$ cat src/design/msadp_pkg.sv
// Shared types, codes and coefficient tables of the block ADPCM decoder.
package msadp_pkg;

	// Kind of work one accepted byte carries into the decode stage
	typedef enum logic [1:0] {
		ITEM_ERR,
		ITEM_HDR,
		ITEM_DATA
	} item_kind_t;

	// What a header byte writes
	typedef enum logic [1:0] {
		HOP_COEFF,
		HOP_LOW,
		HOP_WORD
	} hdr_op_t;

	// Header word groups, in stream order
	localparam logic [1:0] GRP_STEP    = 2'd0;
	localparam logic [1:0] GRP_SAMPLE1 = 2'd1;
	localparam logic [1:0] GRP_SAMPLE2 = 2'd2;

	// Configuration register indexes
	localparam logic REG_STEREO     = 1'b0;
	localparam logic REG_BLOCK_SIZE = 1'b1;

	localparam logic [15:0] BLOCK_SIZE_RST = 16'd256;
	localparam logic [4:0]  HDR_LEN_MONO   = 5'd7;
	localparam logic [4:0]  HDR_LEN_STEREO = 5'd14;
	localparam logic [2:0]  COEFF_MAX      = 3'd6;

	// One byte held between the front end and the decode stage
	typedef struct packed {
		item_kind_t kind;
		hdr_op_t    hop;
		logic       hlast;
		logic [1:0] grp;
		logic       ch;
		logic       blk_end;
		logic [7:0] data;
	} item_t;

	// Step adaptation factor per nibble code
	function automatic logic [9:0] adapt_factor(input logic [3:0] nib);
		logic [9:0] f;
		case (nib)
			4'd4, 4'd12: f = 10'd307;
			4'd5, 4'd11: f = 10'd409;
			4'd6, 4'd10: f = 10'd512;
			4'd7, 4'd9:  f = 10'd614;
			4'd8:        f = 10'd768;
			default:     f = 10'd230;
		endcase
		return f;
	endfunction

	// First predictor coefficient
	function automatic logic signed [8:0] coeff1(input logic [2:0] idx);
		logic signed [8:0] c;
		case (idx)
			3'd0:    c = 9'sd64;
			3'd1:    c = 9'sd128;
			3'd2:    c = 9'sd0;
			3'd3:    c = 9'sd48;
			3'd4:    c = 9'sd60;
			3'd5:    c = 9'sd115;
			default: c = 9'sd98;
		endcase
		return c;
	endfunction

	// Second predictor coefficient
	function automatic logic signed [8:0] coeff2(input logic [2:0] idx);
		logic signed [8:0] c;
		case (idx)
			3'd0:    c = 9'sd0;
			3'd1:    c = -9'sd64;
			3'd2:    c = 9'sd0;
			3'd3:    c = 9'sd16;
			3'd4:    c = 9'sd0;
			3'd5:    c = -9'sd52;
			default: c = -9'sd58;
		endcase
		return c;
	endfunction

endpackage

$ cat src/design/ms_adpcm_block_decoder_unit.sv
// Block ADPCM decoder: top level with configuration registers.
// Bytes of the encoded stream enter one per beat on the input channel; decoded
// 16-bit samples leave one per beat on the output channel. A data byte is split
// into its nibbles, decoded in turn, since both pass through the single nibble
// decode unit and the second may depend on the first. The last header byte emits
// its stored samples, older ones first, and other header bytes emit none. The
// next byte is taken in the cycle its predecessor finishes, and a result waits
// in its own register, so a sustained data stream runs at one sample per cycle
// while the output is not stalled. Write stereo and the block length only while
// the decoder is idle.
module ms_adpcm_block_decoder_unit import msadp_pkg::*; #(
	parameter int STEP_WIDTH = 24
) (
	input  logic               clk,
	input  logic               arst_n,
	input  logic               cfg_valid,
	output logic               cfg_ready,
	input  logic               cfg_index,
	input  logic [15:0]        cfg_data,
	input  logic               in_valid,
	output logic               in_stall,
	input  logic [7:0]         data_byte,
	output logic               out_valid,
	input  logic               out_stall,
	output logic signed [15:0] pcm_sample,
	output logic               channel,
	output logic               last,
	output logic               block_end,
	output logic               size_error
);

	logic        stereo_q;
	logic [15:0] blk_len_q;
	logic        item_valid;
	item_t       item;
	logic        item_done;

	assign cfg_ready = 1'b1;

	// Configuration registers
	always_ff @(posedge clk or negedge arst_n) begin
		if (!arst_n) begin
			stereo_q  <= 1'b0;
			blk_len_q <= BLOCK_SIZE_RST;
		end else if (cfg_valid && cfg_ready) begin
			unique case (cfg_index)
				REG_STEREO:     stereo_q <= cfg_data[0];
				REG_BLOCK_SIZE: blk_len_q <= cfg_data;
				default:        stereo_q <= stereo_q;
			endcase
		end
	end

	msadp_front u_front (
		.clk       (clk),
		.arst_n    (arst_n),
		.in_valid  (in_valid),
		.in_stall  (in_stall),
		.data_byte (data_byte),
		.stereo    (stereo_q),
		.blk_len   (blk_len_q),
		.item_done (item_done),
		.item_valid(item_valid),
		.item      (item)
	);

	msadp_core #(
		.STEP_WIDTH(STEP_WIDTH)
	) u_core (
		.clk       (clk),
		.arst_n    (arst_n),
		.stereo    (stereo_q),
		.item_valid(item_valid),
		.item      (item),
		.item_done (item_done),
		.out_valid (out_valid),
		.out_stall (out_stall),
		.pcm_sample(pcm_sample),
		.channel   (channel),
		.last      (last),
		.block_end (block_end),
		.size_error(size_error)
	);

endmodule

$ cat src/design/msadp_nibble.sv
// Nibble decode: predictor, saturation and step adaptation for one sample.
module msadp_nibble import msadp_pkg::*; #(
	parameter int STEP_WIDTH = 24
) (
	input  logic signed [15:0]           sample1,
	input  logic signed [15:0]           sample2,
	input  logic signed [STEP_WIDTH-1:0] step,
	input  logic [2:0]                   tap_sel,
	input  logic [3:0]                   nib,
	output logic signed [15:0]           sample_new,
	output logic signed [STEP_WIDTH-1:0] step_new
);

	localparam int TW = STEP_WIDTH + 5;
	localparam int PW = STEP_WIDTH + 11;
	localparam logic signed [PW-1:0] STEP_MAX =
		$signed({{(PW-STEP_WIDTH+1){1'b0}}, {(STEP_WIDTH-1){1'b1}}});
	localparam logic signed [PW-1:0] STEP_MIN = PW'(16);
	localparam logic signed [TW-1:0] PCM_MAX = TW'(32767);
	localparam logic signed [TW-1:0] PCM_MIN = -TW'(32768);

	logic signed [24:0]           m1;
	logic signed [24:0]           m2;
	logic signed [25:0]           msum;
	logic signed [25:0]           mbias;
	logic signed [19:0]           pred;
	logic signed [3:0]            sn;
	logic signed [STEP_WIDTH+3:0] dq;
	logic signed [TW-1:0]         tot;
	logic signed [PW-1:0]         prod;
	logic signed [PW-1:0]         pbias;
	logic signed [PW-1:0]         quot;

	// Predict from the two previous samples, divide by 64 toward zero
	assign m1    = sample1 * coeff1(tap_sel);
	assign m2    = sample2 * coeff2(tap_sel);
	assign msum  = 26'(m1) + 26'(m2);
	assign mbias = msum[25] ? msum + 26'sd63 : msum;
	assign pred  = 20'(mbias >>> 6);

	// Add the scaled error term and clip to 16 bits
	assign sn  = $signed(nib);
	assign dq  = sn * step;
	assign tot = TW'(pred) + TW'(dq);

	always_comb begin
		if (tot > PCM_MAX) begin
			sample_new = 16'sh7fff;
		end else if (tot < PCM_MIN) begin
			sample_new = -16'sh8000;
		end else begin
			sample_new = 16'(tot);
		end
	end

	// Adapt the step: factor times step, divide by 256 toward zero, clamp
	assign prod  = $signed({1'b0, adapt_factor(nib)}) * step;
	assign pbias = prod[PW-1] ? prod + PW'(255) : prod;
	assign quot  = pbias >>> 8;

	always_comb begin
		if (quot < STEP_MIN) begin
			step_new = STEP_WIDTH'(STEP_MIN);
		end else if (quot > STEP_MAX) begin
			step_new = STEP_WIDTH'(STEP_MAX);
		end else begin
			step_new = STEP_WIDTH'(quot);
		end
	end

endmodule

$ cat src/design/msadp_front.sv
// Front end: block position counter, byte classification and input register.
module msadp_front import msadp_pkg::*; (
	input  logic        clk,
	input  logic        arst_n,
	input  logic        in_valid,
	output logic        in_stall,
	input  logic [7:0]  data_byte,
	input  logic        stereo,
	input  logic [15:0] blk_len,
	input  logic        item_done,
	output logic        item_valid,
	output item_t       item
);

	logic        item_valid_q;
	item_t       item_q;
	item_t       item_d;
	logic [15:0] pos_q;
	logic [4:0]  hdr_len;
	logic [3:0]  chans;
	logic [3:0]  rel;
	logic [2:0]  field;
	logic        size_err;
	logic        end_blk;
	logic        accept;

	assign in_stall   = item_valid_q && !item_done;
	assign accept     = in_valid && !in_stall;
	assign item_valid = item_valid_q;
	assign item       = item_q;

	// Classify the byte by its position in the block
	assign hdr_len  = stereo ? HDR_LEN_STEREO : HDR_LEN_MONO;
	assign chans    = {2'b00, stereo, ~stereo};
	assign size_err = blk_len < 16'(hdr_len);
	assign end_blk  = ({1'b0, pos_q} + 17'd1) >= {1'b0, blk_len};
	assign rel      = pos_q[3:0] - chans;
	assign field    = rel[3:1];

	always_comb begin
		item_d         = '0;
		item_d.data    = data_byte;
		item_d.blk_end = end_blk;
		item_d.hlast   = pos_q == 16'(hdr_len - 5'd1);
		item_d.hop     = HOP_COEFF;
		item_d.ch      = pos_q[0];
		if (size_err) begin
			item_d.kind = ITEM_ERR;
		end else if (pos_q < 16'(hdr_len)) begin
			item_d.kind = ITEM_HDR;
			if (pos_q < 16'(chans)) begin
				item_d.hop = HOP_COEFF;
			end else if (!rel[0]) begin
				item_d.hop = HOP_LOW;
			end else begin
				item_d.hop = HOP_WORD;
				item_d.grp = stereo ? field[2:1] : field[1:0];
				item_d.ch  = stereo & field[0];
			end
		end else begin
			item_d.kind = ITEM_DATA;
		end
	end

	// Advance the position and hold the beat until the decode stage is done
	always_ff @(posedge clk or negedge arst_n) begin
		if (!arst_n) begin
			pos_q        <= '0;
			item_valid_q <= 1'b0;
		end else begin
			if (accept) begin
				item_valid_q <= 1'b1;
				if (size_err || end_blk) begin
					pos_q <= '0;
				end else begin
					pos_q <= pos_q + 16'd1;
				end
			end else if (item_done) begin
				item_valid_q <= 1'b0;
			end
		end
	end

	always_ff @(posedge clk) begin
		if (accept) begin
			item_q <= item_d;
		end
	end

endmodule

$ cat src/design/msadp_core.sv
// Decode stage: channel state, phase sequencer and result register.
module msadp_core import msadp_pkg::*; #(
	parameter int STEP_WIDTH = 24
) (
	input  logic               clk,
	input  logic               arst_n,
	input  logic               stereo,
	input  logic               item_valid,
	input  item_t              item,
	output logic               item_done,
	output logic               out_valid,
	input  logic               out_stall,
	output logic signed [15:0] pcm_sample,
	output logic               channel,
	output logic               last,
	output logic               block_end,
	output logic               size_error
);

	logic signed [15:0]           prev_q  [2];
	logic signed [15:0]           prev2_q [2];
	logic signed [STEP_WIDTH-1:0] stepsz_q [2];
	logic [2:0]                   coeff_q [2];
	logic [7:0]                   low_q;
	logic [1:0]                   phase_q;
	logic                         out_valid_q;

	logic [1:0]                   last_phase;
	logic                         emits;
	logic                         slot_free;
	logic                         fire;
	logic                         hdr_wr;
	logic                         dec_wr;
	logic                         dch;
	logic                         hch;
	logic [3:0]                   nib;
	logic signed [15:0]           word;
	logic signed [15:0]           nib_sample;
	logic signed [STEP_WIDTH-1:0] nib_step;
	logic signed [15:0]           res_pcm;
	logic                         res_ch;
	logic                         res_last;

	// Sequence the phases of the held beat
	always_comb begin
		case (item.kind)
			ITEM_HDR:  last_phase = item.hlast ? (stereo ? 2'd3 : 2'd1) : 2'd0;
			ITEM_DATA: last_phase = 2'd1;
			default:   last_phase = 2'd0;
		endcase
	end

	assign emits     = !(item.kind == ITEM_HDR && !item.hlast);
	assign slot_free = !out_valid_q || !out_stall;
	assign fire      = item_valid && (!emits || slot_free);
	assign item_done = fire && (phase_q == last_phase);
	assign hdr_wr    = fire && item.kind == ITEM_HDR && phase_q == 2'd0;
	assign dec_wr    = fire && item.kind == ITEM_DATA;

	// Decode upper nibble on channel 0, lower on channel 0 or 1
	assign dch  = phase_q[0] & stereo;
	assign nib  = phase_q[0] ? item.data[3:0] : item.data[7:4];
	assign word = $signed({item.data, low_q});
	assign hch  = stereo & phase_q[0];

	msadp_nibble #(
		.STEP_WIDTH(STEP_WIDTH)
	) u_nibble (
		.sample1   (prev_q[dch]),
		.sample2   (prev2_q[dch]),
		.step      (stepsz_q[dch]),
		.tap_sel   (coeff_q[dch]),
		.nib       (nib),
		.sample_new(nib_sample),
		.step_new  (nib_step)
	);

	// Select the result of this phase
	always_comb begin
		res_pcm  = '0;
		res_ch   = 1'b0;
		res_last = phase_q == last_phase;
		case (item.kind)
			ITEM_DATA: begin
				res_pcm = nib_sample;
				res_ch  = dch;
			end
			ITEM_HDR: begin
				res_ch = hch;
				if (!stereo && phase_q == 2'd0) begin
					res_pcm = word;
				end else if (stereo ? !phase_q[1] : phase_q == 2'd0) begin
					res_pcm = prev2_q[hch];
				end else begin
					res_pcm = prev_q[hch];
				end
			end
			default: begin
				res_pcm = '0;
			end
		endcase
	end

	// Update channel state from header writes and decoded nibbles
	always_ff @(posedge clk or negedge arst_n) begin
		if (!arst_n) begin
			for (int i = 0; i < 2; i++) begin
				prev_q[i]   <= '0;
				prev2_q[i]  <= '0;
				stepsz_q[i] <= '0;
				coeff_q[i]  <= '0;
			end
			low_q   <= '0;
			phase_q <= '0;
		end else begin
			if (fire) begin
				phase_q <= item_done ? 2'd0 : phase_q + 2'd1;
			end
			if (hdr_wr) begin
				case (item.hop)
					HOP_COEFF: begin
						coeff_q[item.ch] <= (item.data > 8'(COEFF_MAX)) ?
							COEFF_MAX : item.data[2:0];
					end
					HOP_LOW: begin
						low_q <= item.data;
					end
					default: begin
						case (item.grp)
							GRP_STEP:    stepsz_q[item.ch] <= STEP_WIDTH'(word);
							GRP_SAMPLE1: prev_q[item.ch] <= word;
							default:     prev2_q[item.ch] <= word;
						endcase
					end
				endcase
			end
			if (dec_wr) begin
				prev2_q[dch]  <= prev_q[dch];
				prev_q[dch]   <= nib_sample;
				stepsz_q[dch] <= nib_step;
			end
		end
	end

	// Result register: load on a produced result, drop once taken
	always_ff @(posedge clk or negedge arst_n) begin
		if (!arst_n) begin
			out_valid_q <= 1'b0;
		end else if (fire && emits) begin
			out_valid_q <= 1'b1;
		end else if (!out_stall) begin
			out_valid_q <= 1'b0;
		end
	end

	always_ff @(posedge clk) begin
		if (fire && emits) begin
			pcm_sample <= res_pcm;
			channel    <= res_ch;
			last       <= res_last;
			block_end  <= res_last && item.blk_end && item.kind != ITEM_ERR;
			size_error <= item.kind == ITEM_ERR;
		end
	end

	assign out_valid = out_valid_q;

endmodule

$ cat config.mk
export PLATFORM = sky130hd
export DESIGN_NAME = ms_adpcm_block_decoder_unit
export DESIGN_NICKNAME = d
export VERILOG_FILES = /design/src/design/msadp_pkg.sv /design/src/design/ms_adpcm_block_decoder_unit.sv /design/src/design/msadp_nibble.sv /design/src/design/msadp_front.sv /design/src/design/msadp_core.sv
export SDC_FILE = /design/constraint.sdc
export NUM_CORES = 2
export LEC_CHECK = 0
export BUFFER_PORTS_ARGS = -buffer_cell sky130_fd_sc_hd__buf_4
export CAP_MARGIN = 0
export CORE_ASPECT_RATIO = 1.25
export CORE_MARGIN = 8
export CORE_UTILIZATION = 59
export CTS_CLUSTER_DIAMETER = 150
export CTS_CLUSTER_SIZE = 25
export DETAILED_ROUTE_END_ITERATION = 10
export HOLD_SLACK_MARGIN = 0.02
export PLACE_DENSITY = 0.72
export SETUP_SLACK_MARGIN = 0.05
export SYNTH_ARGS = -nofsm -noshare
export SYNTH_HDL_FRONTEND = slang
export SYNTH_HIERARCHICAL = 1
export SYNTH_SLANG_ARGS = --single-unit
$ cat constraint.sdc
create_clock -name clk -period 17.46 [get_ports clk]
set_input_delay 1.746 -clock clk [delete_from_list [all_inputs] [get_ports clk]]
set_output_delay 1.746 -clock clk [all_outputs]
set_load 0.02 [all_outputs]
== Yosys cells after proc, flatten, opt, wreduce, memory -nomap -nowiden ==
Memories as Yosys holds them, arrays and structs flattened.
Index checks and enable logic that the tools add are counted.

* Bits in registers: 200
* Bits in read-only memories: 160
* Bits of input ports: 30
* Output and inout bits: 23
* Word-level logic and storage cells: 188
* Memories: 1

* $add $sub $neg: 9
* Multipliers: 4
* $lt $le $gt $ge: 13
* Eq/ne operators: 12
* Mux-type cells: 72
* Bitwise operators: 8
* Reduce and logical (&&, ||, !) cells: 42

{| class="wikitable"
|+ Memories
! name !! words !! bits a word !! rd ports !! clocked after Yosys merged registers in !! write ports !! line !! text
|-
| (name not given) || 16 || 10 || 1 || 0 || 0 || msadp_pkg.sv:46 || <nowiki>case (nib)</nowiki>
|}

{| class="wikitable"
|+ Operators by type and width
! kind !! count
|-
| $mux 32 || 8
|-
| $mux 16 || 13
|-
| $mux 48 || 4
|-
| $mux 24 || 7
|-
| $bwmux 32 || 4
|-
| $bwmux 48 || 2
|-
| $mul 16x9->25 || 2
|-
| $demux 24 s1 || 2
|-
| $pmux 8 s6 || 1
|-
| $pmux 9 s4 || 1
|-
| $add 35x9->35 const B || 1
|-
| $mul 11x24->35 || 1
|-
| $mux 35 || 1
|-
| $demux 16 s1 || 2
|-
| $lt 16x5->1 || 2
|-
| $pmux 16 s2 || 1
|-
| $add 20x28->29 || 1
|-
| $gt 29x16->1 const B || 1
|-
| $lt 29x16->1 const B || 1
|-
| $mul 4x24->28 || 1
|-
| $gt 27x24->1 const B || 1
|-
| $lt 27x6->1 const B || 1
|-
| $add 25x25->26 || 1
|-
| $add 26x7->26 const B || 1
|-
| 39 further kinds || 100
|}

== Depth between registers and ports, before layout ==
* Depth after elaboration: 18
* Depth in mapped cells: 59
* Depth with buffers taken out: 52

== By module ==
The synthesis kept the hierarchy.

{| class="wikitable"
|+ Modules (own cells, without submodules)
! module !! instances !! cells each !! area each (µm²) !! sequential area each (µm²)
|-
| msadp_nibble || 1 || 2,784 || 23,993.0 || 0.0
|-
| msadp_core || 1 || 866 || 8,029.0 || 3,828.7
|-
| msadp_front || 1 || 233 || 2,219.6 || 935.9
|-
| ms_adpcm_block_decoder_unit || 1 || 39 || 704.4 || 426.7
|}

== Worst setup path before layout ==
OpenSTA, ideal clock, no wires.

* Kind: reg2reg
* Start: register stereo_q
* End: register u_core.pcm_sample[11] (data pin)
* Library setup time: 0.267 ns
* Arrival: 13.187 ns
* Data required time: 17.193 ns
* Slack: 4.007 ns
* Cell stages (with the launch flop): 52
* Path buffers: 7
* Period minus slack after synthesis: 13.453 ns
* Path through: dfrtp_1 > and2_1 > buf_2 > buf_4 > buf_4 > buf_4 > mux2_2 > clkbuf_1 > nor3b_1 > clkbuf_1 > nand2_1 > fa_1 > fa_1 > fa_1 > inv_1 > fa_1 > fa_1 > inv_1 > [16 not listed] > inv_1 > ha_1 > a21o_1 > a21oi_1 > o21ai_1 > a211oi_1 > nor2_1 > a2111oi_0 > o21ai_0 > xnor2_1 > nand4_1 > o41ai_1 > clkbuf_1 > o21ai_0 > nand2_1 > o21ai_0 > a221oi_1 > a211oi_1

* Cells in the longest elaborated chain, start to end: 17
* Elaborated cells on any way between the ends: 40
* Those cells by class: 3 x add/sub; 3 x mul; 2 x order compare; 5 x eq/ne; 21 x mux; 2 x bitwise; 4 x reduce/logical

{| class="wikitable"
|+ RTL lines
! element !! line !! text
|-
| start, declared || ms_adpcm_block_decoder_unit.sv:32 || <nowiki>logic stereo_q;</nowiki>
|-
| start signal, assigned || ms_adpcm_block_decoder_unit.sv:47 || <nowiki>REG_STEREO: stereo_q <= cfg_data[0];</nowiki>
|-
| start signal, assigned || ms_adpcm_block_decoder_unit.sv:49 || <nowiki>default: stereo_q <= stereo_q;</nowiki>
|-
| $and 1x1->1 (*) || msadp_core.sv:61 || <nowiki>assign dch = phase_q[0] & stereo;</nowiki>
|-
| $not 1->2 (implied by the code) (*) || n/a ||
|-
| $mux 3 (implied by the code) (3 in series) || msadp_core.sv:72 || <nowiki>.tap_sel (coeff_q[dch]),</nowiki>
|-
| $eq 3x3->1, or another cell as far along || msadp_pkg.sv:60, msadp_pkg.sv:75 ||
|-
| $reduce_or 3->1 (no line) || n/a ||
|-
| $pmux 9 s4 || msadp_pkg.sv:75 || <nowiki>case (idx)</nowiki>
|-
| $mul 16x9->25 || msadp_nibble.sv:36 || <nowiki>assign m2 = sample2 * coeff2(tap_sel);</nowiki>
|-
| $add 25x25->26 || msadp_nibble.sv:37 || <nowiki>assign msum = 26'(m1) + 26'(m2);</nowiki>
|-
| $add 26x7->26 || msadp_nibble.sv:38 || <nowiki>assign mbias = msum[25] ? msum + 26'sd63 : msum;</nowiki>
|-
| $mux 26 || msadp_nibble.sv:38 ||
|-
| $add 20x28->29 (*) || msadp_nibble.sv:44 || <nowiki>assign tot = TW'(pred) + TW'(dq);</nowiki>
|-
| $lt 29x16->1 || msadp_nibble.sv:49 || <nowiki>end else if (tot < PCM_MIN) begin</nowiki>
|-
| $mux 16 || msadp_nibble.sv:49 ||
|-
| $mux 16 (*) || msadp_nibble.sv:47 || <nowiki>if (tot > PCM_MAX) begin</nowiki>
|-
| via u_core.nib_sample[11] || msadp_core.sv:38 || <nowiki>logic signed [15:0] nib_sample;</nowiki>
|-
| $pmux 16 s2 (*) || msadp_core.sv:83 || <nowiki>case (item.kind)</nowiki>
|-
| end signal, assigned || msadp_core.sv:158 || <nowiki>pcm_sample <= res_pcm;</nowiki>
|-
| end, declared || msadp_core.sv:13 || <nowiki>output logic signed [15:0] pcm_sample,</nowiki>
|}

Mark *: on every way through the listed nets, which the timed path passes. The rest lies on a longest branch. The select of a mux whose other input is x is not followed.
A chain may end at the register's enable or synchronous reset.

== Worst setup path after layout ==
Same ends and word-level chain as after synthesis.

==> metrics.md <==
| Metric | Value |
|---|---|
| Drt first pass iters | 5 |
| PortBufs | around 50 |
| Number of synthesized flops with an enable pin | 37 |
| Die Y | between 200 and 300 um |
| All-Layer GR Usage | 0.2797 |
| Final Hold Viols | 0 |
| Most frequent cell after synthesis | inv_1 |
| Top cells by count, synth | 704 x inv_1, 514 x fa_1, 396 x nand2_1 |
| Final Net Count | ~4700 |
| Fin area | 36220 sq um |
| Largest family of logic cells by synthesized area | adder cells |
| CP max-delay cell | a2111oi_0 |
| Post-layout min period | around 15 ns |
| # diodes | 0 |
| Routed Antenna Nets | 0 |
| Total CTS buffers | 17 |
| Primary FF master, synth | dfrtp_1 |
| Mux contribution to synthesized area | 0.03570 |
| DR iter-0 viols | approximately 1800 |
| Max cap viols | 0 |
| First-pass GRT wire length | 149.5 mm |
| Post-synthesis sequential area ratio | 0.1485 |
| Area after DPL | roughly 36000 sq um |
| Root cell of the clock tree | clkbuf_16 |
| DIE AREA | ~67000 sq um |
| Compound-Gate Fraction of Synth Area | 0.1097 |
| Syn Std Cell Area | ~35000 sq um |
| CP top delay family | adder cells |
| Register clock-pin slew on the reported worst setup and hold paths | approximately 0.07 ns |
| Syn Inst Count | around 3900 |
| Final WL | ~92 mm |
| Vias/cell | a little under 6 |
| Die width | approximately 230 um |
| Clock H-tree levels | 4 |
| Clk_skew | 0.01062 ns |
| Least-Margin Pin Slew | 1.207 ns |
| Post-Synth Adder-Cell Area | 0.3943 |
| Post-CTS setup buffers | 0 |
| Mapped Nets | 4745 |
| Maximum clock frequency | approximately 0.065 GHz |
| Register bit total from synthesis | 200 |
| Final HPWL DP | 73.55 mm |
| RSZ-0062 raised after global routing | no |
| Starting Density | 0.5977 |
| Top-area cell type share of the netlist area | 0.2945 |
| Core area | 58470 sq um |
| Share of layout cells above drive strength 1 | 0.06977 |
| Run status | completed |
| XOR/XNOR share of the synthesized area | 0.03158 |
| TritonCTS clock tree | done |
| WS Path Type | reg2reg |
| Crit end category | flip-flop |
| Clock buffer depth | 2 |
| Rows | 99 |
| Clk Latency, worst-skew pair | 0.45 ns |
| Via count | 26700 |
| Buf/Inv on CP | 7 |
| Avg WL per Cell | ~20 um |
| Hold_buf cts | 0 |
| Crit path top cell by count | fa_1 |
| Final slew viol count | 0 |
| Syn avg cell area | a little under 9 sq um |
| Synth area leaders | fa_1 29%, dfrtp_1 12%, ha_1 10% |
| Synth warn | 6 |
| Crit share post-route | 0.8869 |
| Setup-failing EPs final | 0 |
| I/O pins | 53 |
| Largest net degree at the start of global routing | approximately 90 |
| Critical Path AT | between 15 and 20 ns |
| Hold WC Path Type | reg2reg |
| Worst endpoint required time | around 18 ns |
| Cell accounting for the most synthesized area | fa_1 |
| Ys async rst share | 0.8150 |
| DRC | 0 |
| CTS Sinks | 200 |
| Gr ovfl total | 0 |
| Critical Path Start Type | flip-flop |
| Worst path max stage delay | 0.73 ns |
| Gpl congestion | a little over 0.9 |
| # resized after CTS | 0 |
| Synth Area in Simple Gates | 0.1797 |
| Initial antenna violation count | 3 |
| Setup WS post-layout | roughly 2 ns |
| Synth cell types | 112 |
| Relative slew slack | 0.1923 |
| Worst slack at placement | 2.170 ns |
| Setup TNS | 0 ns |
| Synth-to-Final Area Change | 3.659% |
| Vias in the first global route | 28020 |
| CP max FO | between 50 and 60 |
==> area by class of cell <==
type | instances | area [sq um]
Inverter | 705 | 2646
Multi-Input combinational cell | 2833 | 26310
Fill cell | 5154 | 22240
Clock inverter | 9 | 126.4
Timing Repair Buffer | 71 | 536.8
Tap cell | 757 | 947.2
Sequential cell | 200 | 5191
Clock buffer | 23 | 469.2
==> flip-flops by register name (all words and copies together) (netlist names), 2 cells and up <==
register	flops
u_core/stepsz_q	48
u_front/item	17
u_core/coeff_q	6
u_core/prev_q	32
u_core/prev2_q	32
blk_len_q	16
u_core/pcm_sample	16
u_front/pos_q	16
u_core/low_q	8
u_core/phase_q	2
==> layer usage <==
| layer | track usage | routed length, um | vias to the layer above |
|---|---|---|---|
| met5 | 0 | 27 | - |
| met1 | 0.3433 | 36600 | 13240 |
| met2 | 0.4898 | 46410 | 826 |
| met4 | 0.1287 | 4526 | 4 |
| met3 | 0.03191 | 4211 | 246 |
| li1 | - | - | 12390 |
==> logic make-up (layout without fill, tap and decap cells) <==
kind of cell,count (synthesis),after routing
AO/OA/AOI/OAI,591,591
flip-flops,200,200
other,2,2
XOR/XNOR,126,126
adder cells (fa/ha/maj),793,793
AND/OR/NAND/NOR,1215,1215
buffers and inverters,889,808
multiplexers,106,106
==> final timing paths <==
kind                                                     from                                  end  slack, ns  cells after the start
min in group asynchronous                              arst_n          u_core/prev2_q[3]$_DFF_PN0_       1.34                      1
worst min register to register  u_core/coeff_q[5]$_DFFE_PN0P_        u_core/coeff_q[5]$_DFFE_PN0P_       0.51                      1
max in group asynchronous                              arst_n        u_core/stepsz_q[28]$_DFF_PN0_      14.56                      2
worst max-delay path                     stereo_q$_DFFE_PN0P_  u_core/pcm_sample[11]$_SDFFCE_PN0P_       1.98                     48
worst max register to register           stereo_q$_DFFE_PN0P_  u_core/pcm_sample[11]$_SDFFCE_PN0P_       1.98                     48
worst min-delay path            u_core/coeff_q[5]$_DFFE_PN0P_        u_core/coeff_q[5]$_DFFE_PN0P_       0.51                      1
==> stage by stage <==
step	hold slack (ns)	util	instances
after global placement	0.4935	0.6093	4565
after detailed placement	0.4966	0.6094	4566
after floorplan	0.4750	-	3922
after global routing	0.5338	0.6196	4598
final	0.5093	0.6196	4598
after CTS	0.5125	0.6196	4598
==> cells in the final DEF (no fill, tap or decap), drive strengths merged, types with 8 or more instances in the layout <==
cell type and n:
inv 709, fa 514, nand2 401, ha 279, and2 275, nor2 203
a21oi 198, dfrtp 162, o21ai 98, mux2 98, xnor2 79, a31oi 75
buf 71, nand2b 52, nand3 51, and3 47, a21o 47, xor2 47
edfxtp 37, o21a 33, nor3 33, nor2b 32, nand4 31, clkbuf 23
nor4 22, a211oi 18, o221a 16, o211ai 15, o31ai 15, or3 14
nor4b 10, a211o 8, mux2i 8, o21bai 8, nor3b 8, or2 8
Power is not shown: default switching activity piles up to over one toggle a cycle in this logic, so the estimate is an artifact.
